**src/design/cusa_pkg.sv**
```systemverilog
// Shared types, codes and limits of the coding-block split allowance block.
// Depends on nothing; every other file of the block imports it.
`default_nettype none

package cusa_pkg;

    // Fixed limits of the partition rules
    localparam int MAX_TU_SIZE      = 64;
    localparam int MIN_CHROMA_WIDTH = 4;
    localparam int MIN_CHROMA_AREA  = 16;
    localparam int DUAL_MAX_SIDE    = 64;
    localparam int CW_MIN_BV        = 4;
    localparam int CW_MIN_TV        = 8;
    localparam int INTER_BT_AREA    = 32;
    localparam int INTER_TT_AREA    = 64;

    // Configuration port geometry
    localparam int CFG_IDX_W  = 3;
    localparam int CFG_DATA_W = 14;

    // Register indexes
    localparam logic [CFG_IDX_W-1:0] CFG_MAX_MTT_DEPTH = 3'd0;
    localparam logic [CFG_IDX_W-1:0] CFG_MIN_CB_SIZE   = 3'd1;
    localparam logic [CFG_IDX_W-1:0] CFG_MAX_BT_SIZE   = 3'd2;
    localparam logic [CFG_IDX_W-1:0] CFG_MAX_TT_SIZE   = 3'd3;
    localparam logic [CFG_IDX_W-1:0] CFG_MIN_QT_SIZE   = 3'd4;
    localparam logic [CFG_IDX_W-1:0] CFG_PIC_WIDTH     = 3'd5;
    localparam logic [CFG_IDX_W-1:0] CFG_PIC_HEIGHT    = 3'd6;
    localparam logic [CFG_IDX_W-1:0] CFG_DUAL_TREE     = 3'd7;

    // Parent split codes
    typedef enum logic [2:0] {
        SPLIT_CTU  = 3'd0,
        SPLIT_QUAD = 3'd1,
        SPLIT_BT_H = 3'd2,
        SPLIT_BT_V = 3'd3,
        SPLIT_TT_H = 3'd4,
        SPLIT_TT_V = 3'd5
    } split_t;

    // Tree kind codes
    localparam logic [1:0] TREE_LUMA   = 2'd0;
    localparam logic [1:0] TREE_CHROMA = 2'd1;

    typedef struct packed {
        logic [3:0]  max_mtt_depth;
        logic [6:0]  min_cb_size;
        logic [7:0]  max_bt_size;
        logic [7:0]  max_tt_size;
        logic [7:0]  min_qt_size;
        logic [13:0] pic_width;
        logic [13:0] pic_height;
        logic        dual_tree;
    } cfg_t;

    typedef struct packed {
        logic [12:0] blk_x;
        logic [12:0] blk_y;
        logic [7:0]  blk_w;
        logic [7:0]  blk_h;
        logic [2:0]  last_split;
        logic [1:0]  part_index;
        logic [3:0]  mt_depth;
        logic [2:0]  implicit_bt_depth;
        logic [1:0]  tree_mode;
        logic [6:0]  chroma_w;
        logic [6:0]  chroma_h;
        logic        inter_only;
    } item_t;

    typedef struct packed {
        logic can_no;
        logic can_qt;
        logic can_bh;
        logic can_bv;
        logic can_th;
        logic can_tv;
    } result_t;

endpackage

`default_nettype wire

```
**src/design/cusa_cfg_regs.sv**
```systemverilog
// Configuration register file of the split allowance block.
// Depends on cusa_pkg for the register indexes and the cfg_t bundle.
`default_nettype none

module cusa_cfg_regs
    import cusa_pkg::*;
(
    input  wire logic                  aclk,
    input  wire logic                  aresetn,
    input  wire logic                  cfg_wr_en,
    input  wire logic [CFG_IDX_W-1:0]  cfg_index,
    input  wire logic [CFG_DATA_W-1:0] cfg_wdata,
    output cfg_t                       cfg
);

    cfg_t cfg_reg;
    cfg_t cfg_next;

    // Decode the write and keep the low bits of the data word
    always_comb begin
        cfg_next = cfg_reg;
        if (cfg_wr_en) begin
            unique case (cfg_index)
                CFG_MAX_MTT_DEPTH: cfg_next.max_mtt_depth = cfg_wdata[3:0];
                CFG_MIN_CB_SIZE:   cfg_next.min_cb_size   = cfg_wdata[6:0];
                CFG_MAX_BT_SIZE:   cfg_next.max_bt_size   = cfg_wdata[7:0];
                CFG_MAX_TT_SIZE:   cfg_next.max_tt_size   = cfg_wdata[7:0];
                CFG_MIN_QT_SIZE:   cfg_next.min_qt_size   = cfg_wdata[7:0];
                CFG_PIC_WIDTH:     cfg_next.pic_width     = cfg_wdata[13:0];
                CFG_PIC_HEIGHT:    cfg_next.pic_height    = cfg_wdata[13:0];
                CFG_DUAL_TREE:     cfg_next.dual_tree     = cfg_wdata[0];
                default:           cfg_next = cfg_reg;
            endcase
        end
    end

    // Hold the registers, load defaults on reset
    always_ff @(posedge aclk) begin
        if (!aresetn) begin
            cfg_reg.max_mtt_depth <= 4'd3;
            cfg_reg.min_cb_size   <= 7'd4;
            cfg_reg.max_bt_size   <= 8'd128;
            cfg_reg.max_tt_size   <= 8'd64;
            cfg_reg.min_qt_size   <= 8'd8;
            cfg_reg.pic_width     <= 14'd1920;
            cfg_reg.pic_height    <= 14'd1080;
            cfg_reg.dual_tree     <= 1'b0;
        end else begin
            cfg_reg <= cfg_next;
        end
    end

    assign cfg = cfg_reg;

endmodule

`default_nettype wire

```
**src/design/cusa_decide.sv**
```systemverilog
// Split permission rules for one block descriptor, purely combinational.
// Depends on cusa_pkg for the item, configuration and result bundles.
`default_nettype none

module cusa_decide
    import cusa_pkg::*;
(
    input  wire cfg_t  cfg,
    input  wire item_t item,
    output result_t    res
);

    logic [7:0]  w;
    logic [7:0]  h;
    logic [7:0]  min_cb;
    logic [7:0]  min_cb_x2;
    logic [13:0] carea;
    logic [15:0] larea;
    logic [4:0]  depth_lim;
    logic [13:0] right_edge;
    logic [13:0] bottom_edge;
    logic        chroma;
    logic        chroma_only;
    logic        dual_big;
    logic        right_in;
    logic        bottom_in;
    logic        btt;
    logic        btt_all;
    logic        qt_base;
    logic        bt_fits;
    logic        tt_fits;
    logic        bt_ok;
    logic        qt_b1;
    logic        bh_b;
    logic        bv_b;
    logic        tt_mid;
    logic        bh_i;
    logic        bv_i;
    logic        th_i;
    logic        tv_i;

    // Sizes, areas and edges at full width so nothing wraps
    always_comb begin
        w           = item.blk_w;
        h           = item.blk_h;
        min_cb      = {1'b0, cfg.min_cb_size};
        min_cb_x2   = {cfg.min_cb_size, 1'b0};
        carea       = 14'(item.chroma_w) * 14'(item.chroma_h);
        larea       = 16'(w) * 16'(h);
        depth_lim   = 5'(cfg.max_mtt_depth) + 5'(item.implicit_bt_depth);
        right_edge  = 14'(item.blk_x) + 14'(w);
        bottom_edge = 14'(item.blk_y) + 14'(h);
        right_in    = right_edge <= cfg.pic_width;
        bottom_in   = bottom_edge <= cfg.pic_height;
        chroma      = item.tree_mode == TREE_CHROMA;
        chroma_only = item.tree_mode[1];
        dual_big    = cfg.dual_tree &&
                      (w > 8'(DUAL_MAX_SIDE) || h > 8'(DUAL_MAX_SIDE));
        btt         = 5'(item.mt_depth) < depth_lim;
        bt_fits     = w <= cfg.max_bt_size && h <= cfg.max_bt_size;
        tt_fits     = w <= cfg.max_tt_size && h <= cfg.max_tt_size;
    end

    // Quad split base rule
    assign qt_base = (item.last_split == SPLIT_CTU || item.last_split == SPLIT_QUAD) &&
                     (w > cfg.min_qt_size) &&
                     !(chroma && item.chroma_w <= 7'(MIN_CHROMA_WIDTH));

    // Forced splits across the picture boundary
    always_comb begin
        bt_ok = bt_fits && w <= 8'(MAX_TU_SIZE) && h <= 8'(MAX_TU_SIZE) && btt;
        qt_b1 = qt_base || !bt_ok;
        bh_b  = bt_ok && !bottom_in && (right_in || !qt_b1);
        bv_b  = bt_ok && bottom_in && !right_in &&
                !(chroma && item.chroma_w <= 7'(CW_MIN_BV));
    end

    // Interior rules for binary and ternary splits
    always_comb begin
        btt_all = btt && (w > min_cb || h > min_cb) && (bt_fits || tt_fits);
        tt_mid  = (item.last_split == SPLIT_TT_H || item.last_split == SPLIT_TT_V) &&
                  item.part_index == 2'd1;

        if (!bt_fits || (item.inter_only && larea == 16'(INTER_BT_AREA))) begin
            bh_i = 1'b0;
            bv_i = 1'b0;
        end else begin
            bh_i = !(tt_mid && item.last_split == SPLIT_TT_H);
            bv_i = !(tt_mid && item.last_split == SPLIT_TT_V);
            bh_i = bh_i && h > min_cb && h <= cfg.max_bt_size &&
                   (w <= 8'(MAX_TU_SIZE) || h > 8'(MAX_TU_SIZE));
            bv_i = bv_i && w > min_cb && w <= cfg.max_bt_size &&
                   (w > 8'(MAX_TU_SIZE) || h <= 8'(MAX_TU_SIZE));
        end

        if (!tt_fits || (item.inter_only && larea == 16'(INTER_TT_AREA)) ||
            w > 8'(MAX_TU_SIZE) || h > 8'(MAX_TU_SIZE)) begin
            th_i = 1'b0;
            tv_i = 1'b0;
        end else begin
            th_i = h > min_cb_x2;
            tv_i = w > min_cb_x2;
        end

        // Chroma minimum areas and widths
        if (chroma) begin
            bh_i = bh_i && carea > 14'(MIN_CHROMA_AREA);
            th_i = th_i && carea > 14'(2 * MIN_CHROMA_AREA);
            bv_i = bv_i && carea > 14'(MIN_CHROMA_AREA) &&
                   item.chroma_w > 7'(CW_MIN_BV);
            tv_i = tv_i && carea > 14'(2 * MIN_CHROMA_AREA) &&
                   item.chroma_w > 7'(CW_MIN_TV);
        end
    end

    // Pick the rule set that applies, in priority order
    always_comb begin
        res = '0;
        if (dual_big) begin
            res.can_qt = 1'b1;
        end else if (chroma_only) begin
            res.can_no = 1'b1;
        end else if (!right_in || !bottom_in) begin
            res.can_qt = qt_b1 || (!bh_b && !bv_b);
            res.can_bh = bh_b;
            res.can_bv = bv_b;
        end else if (!btt_all) begin
            res.can_no = 1'b1;
            res.can_qt = qt_base;
        end else begin
            res.can_no = 1'b1;
            res.can_qt = qt_base;
            res.can_bh = bh_i;
            res.can_bv = bv_i;
            res.can_th = th_i;
            res.can_tv = tv_i;
        end
    end

endmodule

`default_nettype wire

```
**src/design/cu_split_allowance.sv**
```systemverilog
// Top level of the coding-block split allowance block: input register,
// rule logic, result register. Depends on cusa_pkg, cusa_cfg_regs, cusa_decide.
//
//  channel | direction | handshake          | payload
//  --------+-----------+--------------------+-------------------------------
//  cfg     | in        | cfg_wr_en          | cfg_index, cfg_wdata
//  s_      | in        | s_valid / s_ready  | block descriptor word
//  m_      | out       | m_valid / m_ready  | six split permission flags
//
// Each word is held in the input register, then goes through the rule logic
// into the result register.
// A new word is accepted every cycle while results are taken.
// Synchronous active-low reset clears both valid flags and reloads defaults.
// When m_ready is low the result holds and the input register fills only if empty.
`default_nettype none

module cu_split_allowance
    import cusa_pkg::*;
(
    input  wire logic                  aclk,
    input  wire logic                  aresetn,
    input  wire logic                  cfg_wr_en,
    input  wire logic [CFG_IDX_W-1:0]  cfg_index,
    input  wire logic [CFG_DATA_W-1:0] cfg_wdata,
    input  wire logic                  s_valid,
    output logic                       s_ready,
    input  wire logic [12:0]           s_blk_x,
    input  wire logic [12:0]           s_blk_y,
    input  wire logic [7:0]            s_blk_w,
    input  wire logic [7:0]            s_blk_h,
    input  wire logic [2:0]            s_last_split,
    input  wire logic [1:0]            s_part_index,
    input  wire logic [3:0]            s_mt_depth,
    input  wire logic [2:0]            s_implicit_bt_depth,
    input  wire logic [1:0]            s_tree_mode,
    input  wire logic [6:0]            s_chroma_w,
    input  wire logic [6:0]            s_chroma_h,
    input  wire logic                  s_inter_only,
    output logic                       m_valid,
    input  wire logic                  m_ready,
    output logic                       m_can_no,
    output logic                       m_can_qt,
    output logic                       m_can_bh,
    output logic                       m_can_bv,
    output logic                       m_can_th,
    output logic                       m_can_tv
);

    cfg_t    cfg;
    item_t   s_item;
    item_t   item_reg;
    logic    in_vld_reg;
    result_t res_comb;
    result_t res_reg;
    logic    res_vld_reg;
    logic    advance;

    cusa_cfg_regs u_cfg (
        .aclk      (aclk),
        .aresetn   (aresetn),
        .cfg_wr_en (cfg_wr_en),
        .cfg_index (cfg_index),
        .cfg_wdata (cfg_wdata),
        .cfg       (cfg)
    );

    // Gather the input ports into one word
    always_comb begin
        s_item.blk_x             = s_blk_x;
        s_item.blk_y             = s_blk_y;
        s_item.blk_w             = s_blk_w;
        s_item.blk_h             = s_blk_h;
        s_item.last_split        = s_last_split;
        s_item.part_index        = s_part_index;
        s_item.mt_depth          = s_mt_depth;
        s_item.implicit_bt_depth = s_implicit_bt_depth;
        s_item.tree_mode         = s_tree_mode;
        s_item.chroma_w          = s_chroma_w;
        s_item.chroma_h          = s_chroma_h;
        s_item.inter_only        = s_inter_only;
    end

    // Advance when the result slot is empty or being taken
    assign advance = !res_vld_reg || m_ready;
    assign s_ready = !in_vld_reg || advance;

    // Input register
    always_ff @(posedge aclk) begin
        if (!aresetn) begin
            in_vld_reg <= 1'b0;
        end else if (s_ready) begin
            in_vld_reg <= s_valid;
        end
    end

    always_ff @(posedge aclk) begin
        if (s_ready && s_valid) begin
            item_reg <= s_item;
        end
    end

    cusa_decide u_decide (
        .cfg  (cfg),
        .item (item_reg),
        .res  (res_comb)
    );

    // Result register
    always_ff @(posedge aclk) begin
        if (!aresetn) begin
            res_vld_reg <= 1'b0;
        end else if (advance) begin
            res_vld_reg <= in_vld_reg;
        end
    end

    always_ff @(posedge aclk) begin
        if (advance && in_vld_reg) begin
            res_reg <= res_comb;
        end
    end

    assign m_valid  = res_vld_reg;
    assign m_can_no = res_reg.can_no;
    assign m_can_qt = res_reg.can_qt;
    assign m_can_bh = res_reg.can_bh;
    assign m_can_bv = res_reg.can_bv;
    assign m_can_th = res_reg.can_th;
    assign m_can_tv = res_reg.can_tv;

endmodule

`default_nettype wire

```
**config.mk**
```make
export PLATFORM = sky130hd
export DESIGN_NAME = cu_split_allowance
export DESIGN_NICKNAME = d
export VERILOG_FILES = /design/src/design/cusa_pkg.sv /design/src/design/cusa_cfg_regs.sv /design/src/design/cusa_decide.sv /design/src/design/cu_split_allowance.sv
export SDC_FILE = /design/constraint.sdc
export NUM_CORES = 1
export LEC_CHECK = 0
export BUFFER_PORTS_ARGS = -buffer_cell sky130_fd_sc_hd__buf_2
export CAP_MARGIN = 0
export CELL_PAD_IN_SITES_DETAIL_PLACEMENT = 1
export CELL_PAD_IN_SITES_GLOBAL_PLACEMENT = 2
export CORE_ASPECT_RATIO = 2
export CORE_MARGIN = 2
export CORE_UTILIZATION = 31
export CTS_CLUSTER_DIAMETER = 80
export DETAILED_ROUTE_END_ITERATION = 10
export GPL_TIMING_DRIVEN = 0
export PLACE_DENSITY_LB_ADDON = 0.1
export SYNTH_ARGS = -nofsm -noshare
export SYNTH_HDL_FRONTEND = slang
export SYNTH_HIERARCHICAL = 1
export SYNTH_SLANG_ARGS = --single-unit
```
**constraint.sdc**
```tcl
create_clock -name aclk -period 5.8 [get_ports aclk]
set_input_delay 1.16 -clock aclk [delete_from_list [all_inputs] [get_ports aclk]]
set_output_delay 1.16 -clock aclk [all_outputs]
set_load 0.1 [all_outputs]
```
==> metrics list <==
- Global placer's final weighted congestion: 0.7847
- Final-report max-slew violation count: 0
- 0 antenna diodes ended up in the layout.
- Data arrives at the worst endpoint at 5.79 ns.
- Number of failing setup endpoints in the final timing report: 0
- Worst-margin pin slew: between 0.9 and 1 ns
* Warnings, synthesis: 6
- Peak supply drop: between 0.15 and 0.2 mV
* Number of flip-flops under the largest register name: between 70 and 80
* Post-synthesis adder-cell area fraction: 29.13%
- Estimated wirelength of the detail-placed design: 32080 microns
* CTS sink cnt: 143
* Fillers: 4525
- Across all layers, the routed design uses 9522 vias.
* Fmax: 178.6 MHz
- Counting the buffers created by CTS gives 17.
* Leakage power of the design: around 0.0065 uW
- Synth async-reset ratio: 0%
- Overflow after GRT: 0
- Core Util, Final: 36.46%
- CTS placed an instance of clkbuf_16 at the clock tree root.
- First-pass GRT wire length: between 60000 and 70000 microns
- Using the TritonRoute via totals, the vias-per-cell ratio works out to approximately 5.
- Share of the synthesized area in compound gates (AO/OA/AOI/OAI): approximately a tenth
* Cells on worst reg2reg path: 17
- The number of global-route vias before repair is 10610.
- The detailed router finished its first iteration with just under 200 violations.
- In the synthesized netlist, mux cells make up 5.291% of the area.
- Crit Path Class: reg -> reg
* Final setup skew: 0.01708 ns
* Die height: roughly 290 microns
- Largest fanout of any net on the critical path: 9
- Once placement completed, the tool counted placed cells totaling ~1900.
- Class of the worst hold path: reg -> reg
* Required time of the critical path: 5.99 ns
- Share of the synthesized area in the top cell type: 18.89%
- The clock passes through at most 2 buffers.
- Synthesized area per cell: 9.777 sq um
- Initial antenna violation count: 0
- Entering global routing, the biggest net connects 26 pins.
- Gate count of the mapped netlist: 1260
- Detailed-router iteration count before antenna repair: 4
- Number of library cell types mapped by synthesis: 79
* Hold Violations, Final: 0
- Growth of design area from synthesis to finish: 16.33%
* Net count of the mapped netlist: 1602
- After synthesis the cells add up to 12320 sq um.
- Number of buffers inserted by port buffering: 96
* Status: complete, no violations
- Commonest cells post-synth: ha_1, inv_1, nand2_1
* Dpl cell area: 13510 sq um
- Dominant cells by area after synthesis: ha_1, edfxtp_1, dfxtp_1
- For this run, the number of standard cells in the final layout without fillers is slightly below 2000.
- Post-route DRC violation count: 0
* FF+latch count, synth: 143
* Die outline area: roughly 41000 sq um
* Clk pin slew, worst setup/hold paths: 0.07 ns
* I/O pin total: 101
* Xor and xnor area share after synthesis: 2.702%
* Wire length reported by the detailed router: 38860 microns
- Most numerous cell in the Yosys netlist: ha_1
- R2r startpoint: item_reg[32]$_DFFE_PP_
- Startpoint type of the worst setup path: flop
- The initial utilization of the core area, before any placement, comes to 31.34%.
- Number of H-tree levels: 4
- Largest family of logic cells by synthesized area: adder cells
* Startpoint of the worst setup timing path: item_reg[32]$_DFFE_PP_
* Endpoint of the most critical setup path: m_can_bh$_DFFE_PP_
- After layout, the worst path uses 96.52% of the clock period.
- In this run the critical register-to-register path is captured at m_can_bh$_DFFE_PP_.
- Layout Nets: 1733
- Summing the sequential cell areas from Yosys gives 29.49% of the chip area.
* Leading register cell type out of synthesis: edfxtp_1
- WL per Instance: 20.14 microns
- Setup slack of the most critical reg-to-reg path: 0.20 ns
- The synthesized netlist devotes 16.30% of its cell area to simple gates.
- The core region is 39310 sq um.
* Cell type contributing the most total cell area after synthesis: ha_1
- Std-Cell Rows: 103
* Power density over the cells: 270.8 nW/um^2
- Measured against its own limit, the worst slew margin works out to 33.51%.
* Endpoint type of the worst setup path: flop
- Cells with a size suffix above 1 make up 15.03% of the layout.
- Counting flops with a built-in enable in the synthesized netlist gives slightly below 80.
* Clk_lat worst skew: 0.46 ns
* RSZ-0062 raised after global routing: no
- Post-route standard cell area excluding fillers: ~14000 sq um
- The worst hold path begins at u_cfg/cfg[26]$_SDFFE_PN0P_.
- The completed layout was analyzed and its total power is 3880 uW.
* Width of the chip: 145.0 microns
* Number of maximum-capacitance violations: 0
- Min Tclk post-route: roughly 5.6 ns
- Total global routing track utilization: 19.41%
* CTS tree: built
* Detail Route Antenna Nets: 0
[cells by family after synthesis]
kind of cell	Yosys count
flops	143
buf+inv	196
fa+ha+maj	249
simple gates	380
compound gates	189
xor+xnor	38
mux	65
[worst min path at each step]
stage | end | cells after the start
finish | u_cfg/cfg[26]$_SDFFE_PN0P_ | 2
global route | u_cfg/cfg[40]$_SDFFE_PN0P_ | 2
CTS | u_cfg/cfg[40]$_SDFFE_PN0P_ | 2
detailed placement | u_cfg/cfg[40]$_SDFFE_PN0P_ | 2
global placement | u_cfg/cfg[10]$_SDFFE_PN0P_ | 2
floorplan | u_cfg/cfg[10]$_SDFFE_PN0P_ | 2
[stage by stage]
stage / setup TNS, ns / hold slack [ns] / setup slack [ns]
2_1_floorplan: 0 / 0.4347 / 0.6093
3_3_place_gp: -126.11 / 0.4459 / -1.774
3_5_place_dp: -2.192 / 0.4507 / -0.7812
4_1_cts: 0 / 0.4614 / 0.01269
5_1_grt: 0 / 0.4712 / 0.005047
6_report: 0 / 0.4575 / 0.2019
[metal layers]
metal | share of wire, % | global-route usage (%) | wire length, microns
met1 | 32 | 17.06 | 12600
met2 | 59 | 40.07 | 22950
met3 | 2.1 | 2.552 | 816
met4 | 6.4 | 12.60 | 2485
met5 | 0 | 0 | 0
[cell usage in the layout (no fill, tap or decap), drive strengths merged, types with 8 or more instances in the layout]
master / Yosys / layout
nand2b: 11 / 11
fa: 63 / 63
edfxtp: 77 / 77
nand4: 21 / 21
nor2b: 38 / 38
and2: 50 / 50
a21oi: 53 / 53
o211ai: 13 / 13
xor2: 12 / 12
dfxtp: 66 / 66
a21o: 15 / 15
ha: 186 / 186
o21a: 21 / 21
nor3: 8 / 8
o21ai: 26 / 26
clkbuf: 16 / 28
mux2i: 64 / 64
buf: 23 / 144
nor2: 39 / 39
xnor2: 26 / 26
inv: 157 / 161
nand3: 15 / 15
nand2: 157 / 157
[critical path, cell delays in order, from the launching register on]
cell and delay, ns:
edfxtp_1 0.61, buf_6 0.22, nand2_1 0.09, fa_1 0.55, fa_1 0.45, fa_1 0.53
fa_1 0.55, inv_1 0.04, ha_1 0.32, o21a_1 0.22, or2_2 0.29, nand2_1 0.14
o32a_1 0.16, a21oi_1 0.09, or4_1 0.61, o31ai_4 0.24, buf_12 0.15, o22ai_1 0.08
[where the power goes]
part / switching (uW) / internal (uW) / total, uW
Sequential: 45.3 / 1110 / 1160
Combinational: 926 / 645 / 1570
Clock: 504 / 645 / 1150
Total: 1480 / 2400 / 3880
[timing repair]
item | in CTS | in global routing
setup endpoints to repair | 4 | 5
cloned | 0 | 0
pin swaps | 1 | 0
resized for setup | 6 | 13
hold buffers | 0 | 0
buffers inserted | 16 | 5
[layout make-up]
| type | count | area (sq um) | area share (%) |
|---|---|---|---|
| clock buffers | 21 | 514.2 | 3.588 |
| well taps | 525 | 656.9 | 4.584 |
| flip-flops and latches | 143 | 3633 | 25.35 |
| multi-input cells | 921 | 7944 | 55.43 |
| repair buffers | 119 | 690.7 | 4.819 |
| plain buffers | 32 | 211.5 | 1.475 |
| clock inverters | 11 | 91.34 | 0.6373 |
| inverters | 157 | 589.3 | 4.112 |
Power figures use the tool's default switching activity.
